`src/sv/psrd_pkg.sv`:
```
// psrd_pkg: shared constants, register map and limit helpers for the
// pixel shuffle residual dequant block; no dependencies
package psrd_pkg;

  localparam int MAX_TILE  = 128;
  localparam int MAX_SCALE = 4;

  // widths of the configuration fields and counters
  localparam int TILE_W  = 8;
  localparam int SCALE_W = 3;
  localparam int ZP_W    = 8;
  localparam int GAIN_W  = 24;
  localparam int COL_W   = $clog2(MAX_TILE);
  localparam int SUB_W   = (MAX_SCALE > 1) ? $clog2(MAX_SCALE) : 1;
  localparam int COORD_W = 9;

  // channel arithmetic: 8-bit base, int8 code, Q8.16 gain
  localparam int PIX_W     = 8;
  localparam int FRAC_BITS = 16;
  localparam int DIFF_W    = PIX_W + 1;
  localparam int PROD_W    = DIFF_W + GAIN_W + 1;
  localparam int SUM_W     = PROD_W + 1;

  // register map, one 32-bit word per register
  localparam int ADDR_W = 4;
  localparam int DATA_W = 32;
  localparam logic [1:0] REG_TILE_SIZE   = 2'd0;
  localparam logic [1:0] REG_SCALE       = 2'd1;
  localparam logic [1:0] REG_ZERO_POINT  = 2'd2;
  localparam logic [1:0] REG_DETAIL_GAIN = 2'd3;

  localparam logic [TILE_W-1:0]  TILE_RST  = TILE_W'(64);
  localparam logic [SCALE_W-1:0] SCALE_RST = SCALE_W'(4);
  localparam logic [ZP_W-1:0]    ZP_RST    = '0;
  localparam logic [GAIN_W-1:0]  GAIN_RST  = GAIN_W'(24'hFF0000);

  // zero acts as one, anything above the maximum acts as the maximum
  function automatic logic [TILE_W-1:0] tile_limit(input logic [TILE_W-1:0] v);
    logic [TILE_W-1:0] res;
    if (v == '0) res = TILE_W'(1);
    else if (v > TILE_W'(MAX_TILE)) res = TILE_W'(MAX_TILE);
    else res = v;
    return res;
  endfunction

  function automatic logic [SCALE_W-1:0] scale_limit(input logic [SCALE_W-1:0] v);
    logic [SCALE_W-1:0] res;
    if (v == '0) res = SCALE_W'(1);
    else if (v > SCALE_W'(MAX_SCALE)) res = SCALE_W'(MAX_SCALE);
    else res = v;
    return res;
  endfunction

endpackage

```
`src/sv/psrd_channel.sv`:
```
// psrd_channel: dequantizes one color channel, base*2^16 + (code - zp)*gain,
// then clamps to 0..255 with round half up; uses psrd_pkg
module psrd_channel import psrd_pkg::*; (
  input  logic [PIX_W-1:0]  base,
  input  logic [PIX_W-1:0]  code,
  input  logic [ZP_W-1:0]   zero_point,
  input  logic [GAIN_W-1:0] gain,
  output logic [PIX_W-1:0]  value
);

  localparam logic signed [SUM_W-1:0] TOP_FIXED  = SUM_W'(255) <<< FRAC_BITS;
  localparam logic signed [SUM_W-1:0] HALF_FIXED = SUM_W'(1) <<< (FRAC_BITS - 1);

  logic signed [DIFF_W-1:0] diff;
  logic signed [PROD_W-1:0] prod;
  logic signed [SUM_W-1:0]  sum;
  logic signed [SUM_W-1:0]  rounded;

  assign diff    = {code[PIX_W-1], code} - {zero_point[ZP_W-1], zero_point};
  assign prod    = diff * $signed({1'b0, gain});
  assign sum     = $signed({prod[PROD_W-1], prod})
                 + $signed({(SUM_W-PIX_W-FRAC_BITS)'(0), base, FRAC_BITS'(0)});
  assign rounded = sum + HALF_FIXED;

  always_comb begin
    if (sum[SUM_W-1] || sum == '0) begin
      value = '0;
    end else if (sum >= TOP_FIXED) begin
      value = '1;
    end else begin
      value = rounded[FRAC_BITS +: PIX_W];
    end
  end

endmodule

```
`src/sv/pixel_shuffle_residual_dequant.sv`:
```
// pixel_shuffle_residual_dequant: two-register pipeline, input register then
// result register; out_tvalid rises when the result register loads, which
// it does only while it is empty or its output is being taken.
// throughput one pixel per cycle while out_tready stays high; the only limit
// is the combinational 9x24 multiply per channel between the two registers.
// rst_n (synchronous) clears both valid bits and the tile counters and
// returns the registers to tile 64, scale 4, zero point 0, gain 255.0.
// uses psrd_pkg and psrd_channel
module pixel_shuffle_residual_dequant import psrd_pkg::*; (
  input  logic              clk,
  input  logic              rst_n,
  // stream in
  input  logic              in_tvalid,
  output logic              in_tready,
  input  logic [47:0]       in_tdata,   // base_red, base_green, base_blue,
                                        // detail_red, detail_green, detail_blue
  // stream out
  output logic              out_tvalid,
  input  logic              out_tready,
  output logic [47:0]       out_tdata,  // red, green, blue, out_x[32:24],
                                        // out_y[41:33], zero fill
  output logic              out_tlast,  // tile_end
  // register port
  input  logic              cfg_psel,
  input  logic              cfg_penable,
  input  logic              cfg_pwrite,
  input  logic [ADDR_W-1:0] cfg_paddr,
  input  logic [DATA_W-1:0] cfg_pwdata,
  output logic [DATA_W-1:0] cfg_prdata,
  output logic              cfg_pready
);

  // configuration
  logic [TILE_W-1:0]  tile_size_r;
  logic [SCALE_W-1:0] scale_r;
  logic [ZP_W-1:0]    zero_point_r;
  logic [GAIN_W-1:0]  detail_gain_r;
  logic               cfg_wr;
  logic [1:0]         cfg_idx;

  assign cfg_pready = 1'b1;
  assign cfg_idx    = cfg_paddr[3:2];
  assign cfg_wr     = cfg_psel && cfg_penable && cfg_pwrite && cfg_pready;

  always_comb begin
    case (cfg_idx)
      REG_TILE_SIZE:   cfg_prdata = DATA_W'(tile_size_r);
      REG_SCALE:       cfg_prdata = DATA_W'(scale_r);
      REG_ZERO_POINT:  cfg_prdata = DATA_W'(zero_point_r);
      REG_DETAIL_GAIN: cfg_prdata = DATA_W'(detail_gain_r);
      default:         cfg_prdata = '0;
    endcase
  end

  always_ff @(posedge clk) begin
    if (!rst_n) begin
      tile_size_r   <= TILE_RST;
      scale_r       <= SCALE_RST;
      zero_point_r  <= ZP_RST;
      detail_gain_r <= GAIN_RST;
    end else if (cfg_wr) begin
      case (cfg_idx)
        REG_TILE_SIZE:   tile_size_r   <= cfg_pwdata[TILE_W-1:0];
        REG_SCALE:       scale_r       <= cfg_pwdata[SCALE_W-1:0];
        REG_ZERO_POINT:  zero_point_r  <= cfg_pwdata[ZP_W-1:0];
        REG_DETAIL_GAIN: detail_gain_r <= cfg_pwdata[GAIN_W-1:0];
        default: ;
      endcase
    end
  end

  // handshake and pipeline control
  logic s1_valid_r, s1_valid_nxt;
  logic out_valid_r, out_valid_nxt;
  logic out_ld, in_fire;

  assign out_ld     = s1_valid_r && (!out_valid_r || out_tready);
  assign in_tready  = !s1_valid_r || out_ld;
  assign in_fire    = in_tvalid && in_tready;
  assign out_tvalid = out_valid_r;

  always_comb begin
    s1_valid_nxt = s1_valid_r;
    if (in_fire) s1_valid_nxt = 1'b1;
    else if (out_ld) s1_valid_nxt = 1'b0;
    out_valid_nxt = out_valid_r;
    if (out_ld) out_valid_nxt = 1'b1;
    else if (out_tready) out_valid_nxt = 1'b0;
  end

  // tile counters, sub_col fastest
  logic [COL_W-1:0]   low_col_r, low_row_r, low_col_nxt, low_row_nxt;
  logic [SUB_W-1:0]   sub_col_r, sub_row_r, sub_col_nxt, sub_row_nxt;
  logic [TILE_W-1:0]  ts;
  logic [SCALE_W-1:0] sc;
  logic               last_sc, last_sr, last_lc, last_lr, last_all;
  logic [COORD_W-1:0] x_cur, y_cur;

  assign ts = tile_limit(tile_size_r);
  assign sc = scale_limit(scale_r);

  // a counter at or past a reduced limit counts as last and wraps
  assign last_sc  = (SCALE_W+1)'(sub_col_r) + (SCALE_W+1)'(1) >= (SCALE_W+1)'(sc);
  assign last_sr  = (SCALE_W+1)'(sub_row_r) + (SCALE_W+1)'(1) >= (SCALE_W+1)'(sc);
  assign last_lc  = (TILE_W+1)'(low_col_r) + (TILE_W+1)'(1) >= (TILE_W+1)'(ts);
  assign last_lr  = (TILE_W+1)'(low_row_r) + (TILE_W+1)'(1) >= (TILE_W+1)'(ts);
  assign last_all = last_sc && last_sr && last_lc && last_lr;

  assign x_cur = COORD_W'(low_col_r * sc + (COL_W+SCALE_W)'(sub_col_r));
  assign y_cur = COORD_W'(low_row_r * sc + (COL_W+SCALE_W)'(sub_row_r));

  always_comb begin
    sub_col_nxt = sub_col_r;
    sub_row_nxt = sub_row_r;
    low_col_nxt = low_col_r;
    low_row_nxt = low_row_r;
    if (in_fire) begin
      if (!last_sc) begin
        sub_col_nxt = sub_col_r + SUB_W'(1);
      end else begin
        sub_col_nxt = '0;
        if (!last_sr) begin
          sub_row_nxt = sub_row_r + SUB_W'(1);
        end else begin
          sub_row_nxt = '0;
          if (!last_lc) begin
            low_col_nxt = low_col_r + COL_W'(1);
          end else begin
            low_col_nxt = '0;
            low_row_nxt = last_lr ? '0 : low_row_r + COL_W'(1);
          end
        end
      end
    end
  end

  always_ff @(posedge clk) begin
    if (!rst_n) begin
      s1_valid_r  <= 1'b0;
      out_valid_r <= 1'b0;
      sub_col_r   <= '0;
      sub_row_r   <= '0;
      low_col_r   <= '0;
      low_row_r   <= '0;
    end else begin
      s1_valid_r  <= s1_valid_nxt;
      out_valid_r <= out_valid_nxt;
      sub_col_r   <= sub_col_nxt;
      sub_row_r   <= sub_row_nxt;
      low_col_r   <= low_col_nxt;
      low_row_r   <= low_row_nxt;
    end
  end

  // input register
  logic [47:0]        s1_data_r;
  logic [COORD_W-1:0] s1_x_r, s1_y_r;
  logic               s1_last_r;

  always_ff @(posedge clk) begin
    if (in_fire) begin
      s1_data_r <= in_tdata;
      s1_x_r    <= x_cur;
      s1_y_r    <= y_cur;
      s1_last_r <= last_all;
    end
  end

  // dequant between the registers
  logic [PIX_W-1:0] red, green, blue;

  psrd_channel u_red (
    .base(s1_data_r[7:0]), .code(s1_data_r[31:24]),
    .zero_point(zero_point_r), .gain(detail_gain_r), .value(red)
  );
  psrd_channel u_green (
    .base(s1_data_r[15:8]), .code(s1_data_r[39:32]),
    .zero_point(zero_point_r), .gain(detail_gain_r), .value(green)
  );
  psrd_channel u_blue (
    .base(s1_data_r[23:16]), .code(s1_data_r[47:40]),
    .zero_point(zero_point_r), .gain(detail_gain_r), .value(blue)
  );

  // result register
  logic [47:0] out_data_r;
  logic        out_last_r;

  always_ff @(posedge clk) begin
    if (out_ld) begin
      out_data_r <= {6'b0, s1_y_r, s1_x_r, blue, green, red};
      out_last_r <= s1_last_r;
    end
  end

  assign out_tdata = out_data_r;
  assign out_tlast = out_last_r;

`ifndef NO_ASSERTIONS
  a_tile_wrap: assert property (@(posedge clk) disable iff (!rst_n)
    in_fire && last_all |=> low_col_r == '0 && low_row_r == '0 &&
                            sub_col_r == '0 && sub_row_r == '0)
    else $error("counters not cleared after last pixel of tile");

  a_sub_step: assert property (@(posedge clk) disable iff (!rst_n)
    in_fire && !last_sc |=> sub_col_r == $past(sub_col_r) + SUB_W'(1))
    else $error("sub column did not advance");

  a_s1_hold: assert property (@(posedge clk) disable iff (!rst_n)
    s1_valid_r && !out_ld |=> s1_valid_r)
    else $error("input register dropped a pending item");

  a_ready_empty: assert property (@(posedge clk) disable iff (!rst_n)
    !s1_valid_r |-> in_tready)
    else $error("input stalled while input register empty");
`endif

endmodule
```
`config.mk`:
```
export PLATFORM = sky130hd
export DESIGN_NAME = pixel_shuffle_residual_dequant
export DESIGN_NICKNAME = d
export VERILOG_FILES = /design/src/sv/psrd_pkg.sv /design/src/sv/psrd_channel.sv /design/src/sv/pixel_shuffle_residual_dequant.sv
export SDC_FILE = /design/constraint.sdc
export NUM_CORES = 2
export LEC_CHECK = 0
export ABC_AREA = 1
export BUFFER_PORTS_ARGS = -buffer_cell sky130_fd_sc_hd__buf_2
export CAP_MARGIN = 10
export CORE_MARGIN = 2
export CORE_UTILIZATION = 50
export CTS_BUF_LIST = sky130_fd_sc_hd__clkbuf_4
export CTS_CLUSTER_SIZE = 24
export DETAILED_ROUTE_END_ITERATION = 12
export PLACE_DENSITY = 0.66
export SETUP_SLACK_MARGIN = 0.4
export SKIP_CTS_REPAIR_TIMING = 1
export SLEW_MARGIN = 20
export SYNTH_ARGS = -nofsm -noshare
export SYNTH_HDL_FRONTEND = slang
export SYNTH_SLANG_ARGS = --single-unit
export TNS_END_PERCENT = 20
```
`constraint.sdc`:
```
create_clock -name clk -period 6.45 [get_ports clk]
set_clock_uncertainty 0.05 [all_clocks]
set_input_delay 1.29 -clock clk [delete_from_list [all_inputs] [get_ports clk]]
set_output_delay 1.29 -clock clk [all_outputs]
set_load 0.01 [all_outputs]
```
==> run summary <==
vias per std cell: 5.08
critical path class: reg -> reg
CTS sink cnt: 173
Worst-path clk slew: 180 ps
GR Util All Layers: 29.0%
Vias: 29421
drt drc: 0
max_cap viols: 0
core area: 65700 µm²
Critical path buffers and inverters: 6
Syn Inst Count: 4427
clock root buffer: clkbuf_4
die area: 68500 µm²
EDFF count, synth: 110
failing checks: negative setup slack
# rows: 94
nets@finish: 5823
share of layout cells above drive strength 1: 19.6%
Inserted Clock Buffers: 17
Avg WL per Cell: 16.8 µm
Yosys top cell by area: fa_1
max frequency: 145 MHz
Die H: 262 µm
Worst-Skew Late Latency: 770 ps
outcome: finished with violations
FFs w/ async S/R, synth: 0%
gpl congestion: 0.941
prevailing post-synth register cell: edfxtp_1
part of the cycle the worst path needs: 107%
Data arrival, critical path: 7390 ps
Placed Instance Area: 38300 µm²
final count of hold timing violations: 0
sequential fraction of the synthesis area: 13.8%
CTS tree: done
Max Transition Viols Final: 0
First-pass DRT Iterations: 8
port bufs: 149
Tmin final: 6910 ps
cell mode on critical path: fa_1
Synth Cell Area: 33200 µm²
crit start category: flip-flop
post-DP HPWL: 78.7 mm
top cells by area, synth: fa_1, ha_1, nand2_1
vias in the first global route: 29491
largest net degree at the start of global routing: 69
CTS H-tree depth: 4
Worst path slowest cell: fa_1
area share of the largest cell type after synthesis: 30.4%
Hold WC Path Type: reg -> reg
Yosys warnings: 0
Area growth, synth to finish: 20.8%
top-count cell post-synth: nand2_1
Crit path largest cell delay: 610 ps
clock buffer depth: 2
measured slew at the worst slew-check pin: 1060 ps
Detailed Route WL: 97.1 mm
RSZ-0062 raised after global routing: yes
relative slew slack: 29.2%
die width: 262 µm
first-pass GRT wire length: 154 mm
initial DRC count: 2079
Crit path required time: 6930 ps
commonest cells in the netlist: nand2_1, inv_1, nor2_1
Worst setup EP type: flip-flop
CP top delay family: adder cells
Unique masters post-synth: 53
final instance area: 40100 µm²
Initial Util: 50.5%
initial antenna violation count: 5
Avg Inst Size Synth: 7.50 µm²
crit path max fanout: 8
endpoints failing setup: 24
Final ANT Viol Nets: 0
#FFs+latches synth: 173
fin worst setup slack: -462 ps
io pins: 175
grt total ovfl: 0
==> routing by layer <==
layer	wire length [µm]	track usage, %	up-vias
li1	-	-	14227
met1	40600	38.2	13945
met2	45300	48.1	1045
met3	7500	5.11	202
met4	3650	10.4	2
met5	61	0.694	-
==> path summary, 6_finish.rpt <==
check | cells after the start | endpoint | startpoint | slack [ps]
setup / recovery | 33 | out_tdata[18]$_SDFFCE_PP0P_ | s1_data_r[42]$_DFFE_PP_ | -460
hold reg to reg | 0 | out_tlast$_DFFE_PP_ | s1_last_r$_DFFE_PP_ | 400
setup reg to reg | 33 | out_tdata[18]$_SDFFCE_PP0P_ | s1_data_r[42]$_DFFE_PP_ | -460
hold / removal | 0 | out_tlast$_DFFE_PP_ | s1_last_r$_DFFE_PP_ | 400
==> cell usage in the layout, fill, tap and decap left out, drive strengths merged <==
master	n
a211oi	4
a21boi	1
a21o	5
a21oi	149
a22oi	6
a31oi	4
and2	14
and3	1
buf	586
clkbuf	22
clkinv	31
clkinvlp	2
conb	15
dfxtp	63
diode	6
edfxtp	110
fa	504
ha	324
inv	946
nand2	1060
nand3	143
nand3b	28
nand4	31
nor2	657
nor2b	1
nor3	24
nor3b	4
nor4	2
o2111ai	5
o211ai	10
o21a	1
o21ai	55
o21bai	7
o221ai	5
o22ai	1
o31ai	4
o32ai	1
or2	16
xnor2	26
xor2	49
==> sequential cells by signal (all words and copies together) (netlist names), 2 cells and up <==
register       flops
s1_x_r             9
zero_point_r       8
s1_data_r         48
detail_gain_r     24
tile_size_r        8
out_tdata         42
low_row_r          7
scale_r            3
sub_col_r          2
low_col_r          7
s1_y_r             9
sub_row_r          2
==> metrics by stage <==
step                hold WS, ps  worst slack (ps)  TNS, ps  utilization [%]  instances
floorplan                   350              47.1        0                -       4440
global placement            354              -519   -11260             58.3       5729
detailed placement          355              -545   -12390             58.3       5729
CTS                         400              -599   -13160             58.8       5761
global route                403              -840   -19040             61.0       5786
finish                      400              -462    -9980             61.0       5787
==> layout make-up <==
cell class | count | area, µm²
Tap cell | 864 | 1080
Clock buffer | 17 | 128
Timing Repair Buffer | 591 | 4500
Inverter | 964 | 3620
Fill cell | 5935 | 25700
Sequential cell | 173 | 4570
Multi-Input combinational cell | 3157 | 25900
Clock inverter | 15 | 211
Antenna cell | 6 | 15.0
==> worst reg2reg max path, delay by kind of cell, from the launching register on <==
kind                     cells  cell delay (ps)
AO/OA/AOI/OAI                5              460
XOR/XNOR                     1              250
adder cells (fa/ha/maj)      7             3170
buffers and inverters        6              530
flip-flops                   1              530
AND/OR/NAND/NOR             14             1690
==> kinds of logic after synthesis <==
group	synth area share (%)
DFF	13.8
AOI/OAI and AO/OA	4.35
and+or+nand+nor	24.5
xor gates and xnor gates	2.00
adders and majority gates	42.6
other	0.0226
buffers and inverters	12.8
Power is left out: the tool's default activity adds up to more than one toggle a clock period on the data nets, which glitch-free logic cannot reach.
